## src/rtl/rgb2hsv_pkg.sv

```systemverilog
`default_nettype none

package rgb2hsv_pkg;

    // channel and fixed point widths
    localparam int CH_W      = 8;
    localparam int FRAC_BITS = 16;
    localparam int HUE_W     = 16;
    localparam int SAT_W     = 17;

    // 6*max delta fits in DEN_W, signed hue numerator before wrap in NUM_W
    localparam int DEN_W = CH_W + 3;
    localparam int NUM_W = CH_W + 4;

    // quotient bits: one above the fraction so that 1.0 is representable
    localparam int QUO_W = FRAC_BITS + 1;

    // two front stages, one stage per quotient bit, one output stage
    localparam int LATENCY = 2 + QUO_W + 1;

    typedef struct packed {
        logic [CH_W-1:0] red_in;
        logic [CH_W-1:0] green_in;
        logic [CH_W-1:0] blue_in;
    } pixel_t;

    typedef struct packed {
        logic [HUE_W-1:0] hue_out;
        logic [SAT_W-1:0] sat_out;
        logic [CH_W-1:0]  val_out;
    } hsv_t;

    // front end results handed to the dividers
    typedef struct packed {
        logic [DEN_W-1:0] hue_num;
        logic [DEN_W-1:0] hue_den;
        logic [CH_W-1:0]  delta;
        logic [CH_W-1:0]  mx;
        logic             zero;
    } prep_t;

endpackage

`default_nettype wire

```

## src/rtl/rgb_to_hsv_unit.sv

```systemverilog
// rgb to hsv converter, fully pipelined
// an accepted start passes the front end, the quotient pipelines and the output register before the done strobe
// throughput: one item per cycle, set by the 17-stage quotient pipelines (one bit per stage)
// busy is held low: the pipeline never stalls and the receiver cannot hold results off
// reset clears all valid bits at once; no item is in flight afterwards
`default_nettype none

module rgb_to_hsv_unit (
    input  wire logic                clk,
    input  wire logic                rst_n,
    input  wire logic                start,
    output logic                     busy,
    input  wire rgb2hsv_pkg::pixel_t pixel,
    output logic                     done,
    output rgb2hsv_pkg::hsv_t        result
);
    import rgb2hsv_pkg::*;

    logic             prep_valid;
    prep_t            prep;
    logic [QUO_W-1:0] hue_quo;
    logic [QUO_W-1:0] sat_quo;

    logic             dly_valid_reg [QUO_W];
    logic [CH_W-1:0]  dly_val_reg [QUO_W];
    logic             dly_zero_reg [QUO_W];

    hsv_t             result_next;
    hsv_t             result_reg;
    logic             done_reg;

    assign busy = 1'b0;

    // front end: max, min, delta, hue numerator
    rgb2hsv_prep u_prep (
        .clk       (clk),
        .rst_n     (rst_n),
        .in_valid  (start && !busy),
        .pixel     (pixel),
        .out_valid (prep_valid),
        .prep      (prep)
    );

    // hue = n / (6*delta)
    rgb2hsv_div u_hue_div (
        .clk (clk),
        .num (prep.hue_num),
        .den (prep.hue_den),
        .quo (hue_quo)
    );

    // saturation = delta / max
    rgb2hsv_div u_sat_div (
        .clk (clk),
        .num (DEN_W'(prep.delta)),
        .den (DEN_W'(prep.mx)),
        .quo (sat_quo)
    );

    // valid bits and side data alongside the divider stages
    always_ff @(posedge clk or negedge rst_n)
    begin
        if (!rst_n)
        begin
            for (int i = 0; i < QUO_W; i++)
            begin
                dly_valid_reg[i] <= 1'b0;
            end
        end
        else
        begin
            dly_valid_reg[0] <= prep_valid;
            for (int i = 1; i < QUO_W; i++)
            begin
                dly_valid_reg[i] <= dly_valid_reg[i-1];
            end
        end
    end

    always_ff @(posedge clk)
    begin
        dly_val_reg[0]  <= prep.mx;
        dly_zero_reg[0] <= prep.zero;
        for (int i = 1; i < QUO_W; i++)
        begin
            dly_val_reg[i]  <= dly_val_reg[i-1];
            dly_zero_reg[i] <= dly_zero_reg[i-1];
        end
    end

    // grey or black forces hue and saturation to zero
    always_comb
    begin
        result_next.val_out = dly_val_reg[QUO_W-1];
        if (dly_zero_reg[QUO_W-1])
        begin
            result_next.hue_out = '0;
            result_next.sat_out = '0;
        end
        else
        begin
            result_next.hue_out = HUE_W'(hue_quo);
            result_next.sat_out = SAT_W'(sat_quo);
        end
    end

    // output register
    always_ff @(posedge clk or negedge rst_n)
    begin
        if (!rst_n)
        begin
            done_reg <= 1'b0;
        end
        else
        begin
            done_reg <= dly_valid_reg[QUO_W-1];
        end
    end

    always_ff @(posedge clk)
    begin
        result_reg <= result_next;
    end

    assign done   = done_reg;
    assign result = result_reg;

endmodule

`default_nettype wire

```

## src/rtl/rgb2hsv_prep.sv

```systemverilog
`default_nettype none

module rgb2hsv_prep (
    input  wire logic                clk,
    input  wire logic                rst_n,
    input  wire logic                in_valid,
    input  wire rgb2hsv_pkg::pixel_t pixel,
    output logic                     out_valid,
    output rgb2hsv_pkg::prep_t       prep
);
    import rgb2hsv_pkg::*;

    typedef enum logic [1:0] {
        SEL_RED,
        SEL_GREEN,
        SEL_BLUE
    } sel_t;

    logic [CH_W-1:0]         mx;
    logic [CH_W-1:0]         mn;
    sel_t                    sel;
    logic signed [CH_W:0]    diff;

    logic                    s1_valid_reg;
    logic [CH_W-1:0]         s1_mx_reg;
    logic [CH_W-1:0]         s1_mn_reg;
    sel_t                    s1_sel_reg;
    logic signed [CH_W:0]    s1_diff_reg;

    logic [CH_W-1:0]         delta;
    logic [NUM_W-1:0]        base;
    logic [DEN_W-1:0]        den6;
    logic signed [NUM_W-1:0] nraw;
    logic signed [NUM_W-1:0] nwrap;
    prep_t                   prep_next;

    logic                    s2_valid_reg;
    prep_t                   s2_prep_reg;

    // stage 1: max and min, strict compares so red beats green beats blue
    always_comb
    begin
        mn = pixel.red_in;
        if (pixel.green_in < mn)
        begin
            mn = pixel.green_in;
        end
        if (pixel.blue_in < mn)
        begin
            mn = pixel.blue_in;
        end
        mx  = pixel.red_in;
        sel = SEL_RED;
        if (pixel.green_in > mx)
        begin
            mx  = pixel.green_in;
            sel = SEL_GREEN;
        end
        if (pixel.blue_in > mx)
        begin
            mx  = pixel.blue_in;
            sel = SEL_BLUE;
        end
    end

    // channel difference for the winning sector
    always_comb
    begin
        unique case (sel)
            SEL_RED:
            begin
                diff = $signed({1'b0, pixel.green_in}) - $signed({1'b0, pixel.blue_in});
            end
            SEL_GREEN:
            begin
                diff = $signed({1'b0, pixel.blue_in}) - $signed({1'b0, pixel.red_in});
            end
            SEL_BLUE:
            begin
                diff = $signed({1'b0, pixel.red_in}) - $signed({1'b0, pixel.green_in});
            end
            default:
            begin
                diff = '0;
            end
        endcase
    end

    always_ff @(posedge clk or negedge rst_n)
    begin
        if (!rst_n)
        begin
            s1_valid_reg <= 1'b0;
        end
        else
        begin
            s1_valid_reg <= in_valid;
        end
    end

    always_ff @(posedge clk)
    begin
        s1_mx_reg   <= mx;
        s1_mn_reg   <= mn;
        s1_sel_reg  <= sel;
        s1_diff_reg <= diff;
    end

    // stage 2: sector offset, wrap of negative numerator, 6*delta
    always_comb
    begin
        delta = s1_mx_reg - s1_mn_reg;
        unique case (s1_sel_reg)
            SEL_RED:
            begin
                base = '0;
            end
            SEL_GREEN:
            begin
                base = NUM_W'({delta, 1'b0});
            end
            SEL_BLUE:
            begin
                base = NUM_W'({delta, 2'b00});
            end
            default:
            begin
                base = '0;
            end
        endcase
        den6  = DEN_W'({delta, 2'b00}) + DEN_W'({delta, 1'b0});
        nraw  = $signed(base) + NUM_W'(s1_diff_reg);
        nwrap = nraw[NUM_W-1] ? nraw + $signed(NUM_W'(den6)) : nraw;

        prep_next.hue_num = nwrap[DEN_W-1:0];
        prep_next.hue_den = den6;
        prep_next.delta   = delta;
        prep_next.mx      = s1_mx_reg;
        prep_next.zero    = (delta == '0);
    end

    always_ff @(posedge clk or negedge rst_n)
    begin
        if (!rst_n)
        begin
            s2_valid_reg <= 1'b0;
        end
        else
        begin
            s2_valid_reg <= s1_valid_reg;
        end
    end

    always_ff @(posedge clk)
    begin
        s2_prep_reg <= prep_next;
    end

    assign out_valid = s2_valid_reg;
    assign prep      = s2_prep_reg;

endmodule

`default_nettype wire

```

## src/rtl/rgb2hsv_div.sv

```systemverilog
`default_nettype none

// restoring divider, one quotient bit per stage: quo = floor(num * 2^FRAC_BITS / den)
// needs num <= den; the first stage settles the integer bit
module rgb2hsv_div (
    input  wire logic                            clk,
    input  wire logic [rgb2hsv_pkg::DEN_W-1:0]   num,
    input  wire logic [rgb2hsv_pkg::DEN_W-1:0]   den,
    output logic      [rgb2hsv_pkg::QUO_W-1:0]   quo
);
    import rgb2hsv_pkg::*;

    logic [DEN_W-1:0] rem_reg [QUO_W];
    logic [DEN_W-1:0] den_reg [QUO_W];
    logic [QUO_W-1:0] quo_reg [QUO_W];

    logic             first_bit;
    logic [DEN_W-1:0] first_rem;

    // integer bit
    always_comb
    begin
        first_bit = (num >= den);
        first_rem = first_bit ? num - den : num;
    end

    always_ff @(posedge clk)
    begin
        rem_reg[0] <= first_rem;
        den_reg[0] <= den;
        quo_reg[0] <= QUO_W'(first_bit);
    end

    // fraction bits, msb first
    for (genvar k = 1; k < QUO_W; k++)
    begin : g_stage
        logic [DEN_W:0] shifted;
        logic           take;

        assign shifted = {rem_reg[k-1], 1'b0};
        assign take    = (shifted >= {1'b0, den_reg[k-1]});

        always_ff @(posedge clk)
        begin
            rem_reg[k] <= take ? DEN_W'(shifted - {1'b0, den_reg[k-1]})
                               : shifted[DEN_W-1:0];
            den_reg[k] <= den_reg[k-1];
            quo_reg[k] <= {quo_reg[k-1][QUO_W-2:0], take};
        end
    end

    assign quo = quo_reg[QUO_W-1];

endmodule

`default_nettype wire

```

## config.mk

```make
export PLATFORM = sky130hd
export DESIGN_NAME = rgb_to_hsv_unit
export DESIGN_NICKNAME = d
export VERILOG_FILES = /design/src/rtl/rgb2hsv_pkg.sv /design/src/rtl/rgb_to_hsv_unit.sv /design/src/rtl/rgb2hsv_prep.sv /design/src/rtl/rgb2hsv_div.sv
export SDC_FILE = /design/constraint.sdc
export NUM_CORES = 2
export LEC_CHECK = 0
export BUFFER_PORTS_ARGS = -buffer_cell sky130_fd_sc_hd__buf_2
export CAP_MARGIN = 20
export CELL_PAD_IN_SITES_DETAIL_PLACEMENT = 1
export CELL_PAD_IN_SITES_GLOBAL_PLACEMENT = 2
export CORE_ASPECT_RATIO = 1.2
export CORE_MARGIN = 1.5
export CORE_UTILIZATION = 29
export CTS_CLUSTER_SIZE = 40
export DETAILED_ROUTE_END_ITERATION = 7
export PLACE_DENSITY_LB_ADDON = 0.1
export REMOVE_ABC_BUFFERS = 1
export SLEW_MARGIN = 20
export SYNTH_ARGS = -nofsm -noshare
export SYNTH_HDL_FRONTEND = slang
export SYNTH_SLANG_ARGS = --single-unit
```

## constraint.sdc

```tcl
create_clock -name clk -period 4.2 [get_ports clk]
set_input_delay 0.21 -clock clk [delete_from_list [all_inputs] [get_ports clk]]
set_output_delay 0.21 -clock clk [all_outputs]
set_load 0.01 [all_outputs]
```

==> qor.log <==
qor: grt.number_of_antenna_violations_at_the_first_check_in_global_routing 0
qor: sta.report.final.slew_viol_count 0
qor: cts.cts.htree.levels 3
qor: sta.setup_failing_eps_final 0
qor: die.fp.dieArea 0.145 sq mm
qor: yosys.synth-edff-count 0
qor: final_layout.design_area 0.0494 sq mm
qor: final_layout.largest_register_ff_count 174
qor: sta.fmax 0.242 GHz
qor: yosys.synthesis.area 0.0414 sq mm
qor: sta.hold_ws 88.2 ps
qor: worst_setup_path.crit_path_start_kind flop
qor: sta.finalCritPeriodShare 98.4%
qor: yosys.synth_top_cells_by_area sky130_fd_sc_hd__dfxtp_1 50%, sky130_fd_sc_hd__ha_1 11%, sky130_fd_sc_hd__inv_1 4.5%
qor: grt.vias_in_the_first_global_route 29200
qor: yosys.seq_area_frac_synth 51.5%
qor: die.die_y 417 um
qor: worst_hold_path.timing.hold.worst_path_depth 5
qor: cts.clk_root_buffer_cell sky130_fd_sc_hd__clkbuf_16
qor: final_layout.final_net_count 4647
qor: drt.detailroute.via_count 26400
qor: final_layout.fillerInstances 15600
qor: sta.slew_headroom 41.3%
qor: cts.clkSlewWorstSetupHoldPaths 60 ps
qor: yosys.area_leader_netlist sky130_fd_sc_hd__dfxtp_1
qor: drt.via_per_inst 4.30
qor: worst_setup_path.critical_path_peak_fanout 3
qor: drt.drcViolationCount 0
qor: yosys.avgSynthCellArea 10.5 sq um
qor: worst_hold_path.hp-class in2reg
qor: grt.grt_first_pass_wirelength 145 mm
qor: worst_setup_path.timing.critical_path.required 4800 ps
qor: yosys.post_synth_inst_count 3934
qor: sta.worst-slew-pin-transition 878 ps
qor: sta.setup_total_negative_slack 0 ps
qor: die.core-area 0.142 sq mm
qor: die.initial_utilization 29.3%
qor: sta.final.setup_skew 31.2 ps
qor: grt.grt_overflow_total 0
qor: drt.drtAntennaViolNets 0
qor: grt.maximum_number_of_pins_on_one_net_before_global_route_repair 32
qor: cts.cts_max_path_buffers 3
qor: run_status.run_status finished, final reports clean
qor: final_layout.diodes 0
qor: drt.routed_wirelength_normalized_by_instance_count 14.4 um
qor: sta.final_hold_viol_count 0
qor: worst_setup_path.critical_path_class reg2reg
qor: yosys.netlist.area_leader.share 50.3%
qor: cts.numCtsBuffers 117
qor: final_layout.layout-area-overhead-vs-synth 19.1%
qor: run.timing.max_cap.violations 0
qor: placed_design.place.gp.congestion 0.762
qor: drt.dr.first_iter.drc_count 645
qor: yosys.synth.lib_cells_used.distinct 73
qor: cts.tritoncts done
qor: die.io_pins 70
qor: worst_setup_path.critPathCaptureType flop
qor: worst_setup_path.r2r.worst_path.cells 22
qor: die.num_rows 151
qor: placed_design.postPlaceCellArea 0.0446 sq mm
qor: sta.finalCriticalPeriod 4130 ps
qor: sta.unrepaired_setup_endpoints_after_global_routing true
qor: die.die-width 348 um
qor: worst_setup_path.worstPathArrival 4730 ps
qor: final_layout.drive_gt1_share 13.0%
qor: drt.detail_route.first_pass.iterations 4
qor: placed_design.post-dp-hpwl 69.4 mm
qor: grt.grtUsageTotal 12.4%
qor: yosys.yosysWarnings 0
qor: drt.totalWireLength 88.1 mm
qor: yosys.synth-async-reset-ratio 1.88%
qor: placed_design.numPortBuffers 68
qor: yosys.most_used_flip_flop_cell_after_synthesis sky130_fd_sc_hd__dfxtp_1
qor: cts.clkLatencyLatePin 730 ps
qor: cts.clkSinkCount 1062
qor: yosys.synth_seq_cells 1062
## per-layer routing
layer	vias up	track usage [%]	wire, um	share of wire [%]
li1	13600	-	-	-
met4	0	4.87	2700	3.1
met5	-	0	0	0
met2	246	25.7	50200	57
met1	12400	11.9	32700	37
met3	154	1.92	2490	2.8
## synth_stat cells (all sizes together), types with 3 or more instances
master	n
a211oi	12
buf	24
a21o	95
xnor2	140
a211o	15
inv	492
and2	26
o31ai	35
ha	379
fa	39
a21boi	37
or3	3
xor2	122
a311o	14
nand3	21
a2111oi	15
a21bo	14
o21bai	34
nor4	16
nand4	21
nand2	206
a21oi	147
nor3b	3
a22oi	22
nor2b	112
mux2i	37
o21ai	219
nor3	36
and3	43
mux2	114
dfxtp	1042
o21a	34
o211ai	6
nand2b	64
a31oi	10
dfrtp	20
nor2	213
clkbuf	24
## final cells by class
cell class	count	area [sq um]	share of cell area [%]
clock inverter	58	803	1.63
multi-input combinational	2332	18300	37.0
timing repair buffer	197	1430	2.90
clock buffer	161	3360	6.82
sequential	1062	21400	43.3
tap	1836	2300	4.65
inverter	492	1850	3.74
## cell usage in the layout (no fill, tap or decap), types with 33 or more instances in the layout
cell | netlist | layout
sky130_fd_sc_hd__a21boi_0 | 37 | 37
sky130_fd_sc_hd__a21o_1 | 92 | 92
sky130_fd_sc_hd__a21oi_1 | 144 | 137
sky130_fd_sc_hd__and3_1 | 43 | 42
sky130_fd_sc_hd__buf_2 | 21 | 68
sky130_fd_sc_hd__buf_4 | 1 | 89
sky130_fd_sc_hd__clkbuf_16 | 0 | 118
sky130_fd_sc_hd__dfxtp_1 | 1042 | 1040
sky130_fd_sc_hd__dlygate4sd3_1 | 0 | 35
sky130_fd_sc_hd__fa_1 | 39 | 38
sky130_fd_sc_hd__ha_1 | 379 | 375
sky130_fd_sc_hd__inv_1 | 492 | 489
sky130_fd_sc_hd__mux2_2 | 113 | 112
sky130_fd_sc_hd__mux2i_1 | 37 | 37
sky130_fd_sc_hd__nand2_1 | 206 | 206
sky130_fd_sc_hd__nand2b_1 | 64 | 64
sky130_fd_sc_hd__nor2_1 | 211 | 208
sky130_fd_sc_hd__nor2b_1 | 112 | 110
sky130_fd_sc_hd__nor3_1 | 36 | 36
sky130_fd_sc_hd__o21a_1 | 34 | 34
sky130_fd_sc_hd__o21ai_0 | 216 | 212
sky130_fd_sc_hd__o21bai_1 | 34 | 34
sky130_fd_sc_hd__o31ai_1 | 34 | 33
sky130_fd_sc_hd__xnor2_1 | 140 | 134
sky130_fd_sc_hd__xor2_1 | 122 | 120
## path summary, 6_finish.rpt
check,from,to,slack (ps)
min in group asynchronous,rst_n,dly_valid_reg[6],690
max in group asynchronous,rst_n,dly_valid_reg[15],2970
min,pixel[15],u_prep.s1_diff_reg[8],90
max reg2reg,u_prep.s1_mx_reg[0],u_prep.prep[37],70
min reg2reg,u_hue_div.quo_reg[6][2],u_hue_div.quo_reg[7][3],310
max,u_prep.s1_mx_reg[0],u_prep.prep[37],70
## worst max-delay path, stage by stage (launching register included)
cell and delay [ps]:
sky130_fd_sc_hd__dfxtp_2 320, sky130_fd_sc_hd__inv_1 50, sky130_fd_sc_hd__ha_2 180, sky130_fd_sc_hd__inv_2 40, sky130_fd_sc_hd__fa_2 360, sky130_fd_sc_hd__and3_4 170, sky130_fd_sc_hd__o21ai_2 120, sky130_fd_sc_hd__mux2_4 320
sky130_fd_sc_hd__nor2_4 120, sky130_fd_sc_hd__inv_2 60, sky130_fd_sc_hd__a22oi_2 170, sky130_fd_sc_hd__nor2_1 70, sky130_fd_sc_hd__ha_2 190, sky130_fd_sc_hd__or3_4 340, sky130_fd_sc_hd__o21a_1 190, sky130_fd_sc_hd__o31ai_2 60
sky130_fd_sc_hd__buf_4 160, sky130_fd_sc_hd__xnor2_2 110, sky130_fd_sc_hd__ha_1 280, sky130_fd_sc_hd__a21o_1 170, sky130_fd_sc_hd__a31oi_1 190, sky130_fd_sc_hd__xnor2_1 100, sky130_fd_sc_hd__mux2_2 260
## logic make-up (layout without fill, tap and decap cells)
family	after synthesis	after routing	synth area share, %
AND/OR/NAND/NOR	775	775	9.08
other	1	1	0.00905
flip-flops	1062	1062	51.5
buffers and inverters	540	908	4.96
AO/OA/AOI/OAI	725	725	11.5
adder cells (fa/ha/maj)	418	418	13.3
multiplexers	151	151	4.00
XOR/XNOR	262	262	5.54
## through the flow
| step | cells | setup slack [ps] | util (%) |
|---|---|---|---|
| 3_3_place_gp | 5876 | -210 | 31.5 |
| 5_1_grt | 6138 | -112 | 34.9 |
| 4_1_cts | 6131 | 5.55 | 34.7 |
| 2_1_floorplan | 3886 | -709 | - |
| 3_5_place_dp | 5876 | -239 | 31.5 |
| 6_report | 6138 | 65.3 | 34.9 |
## timing repair
item                                    4_1_cts  5_1_grt
hold buffers                                 35        0
endpoints found under the setup margin        3       15
hold endpoints to repair                     40        0
gates cloned                                  0        0
resized for setup                            12       45
buffers inserted                              1        7
pin swaps                                     2       24
Power is not shown: default switching activity piles up to over one toggle a cycle in this logic, so the estimate is an artifact.
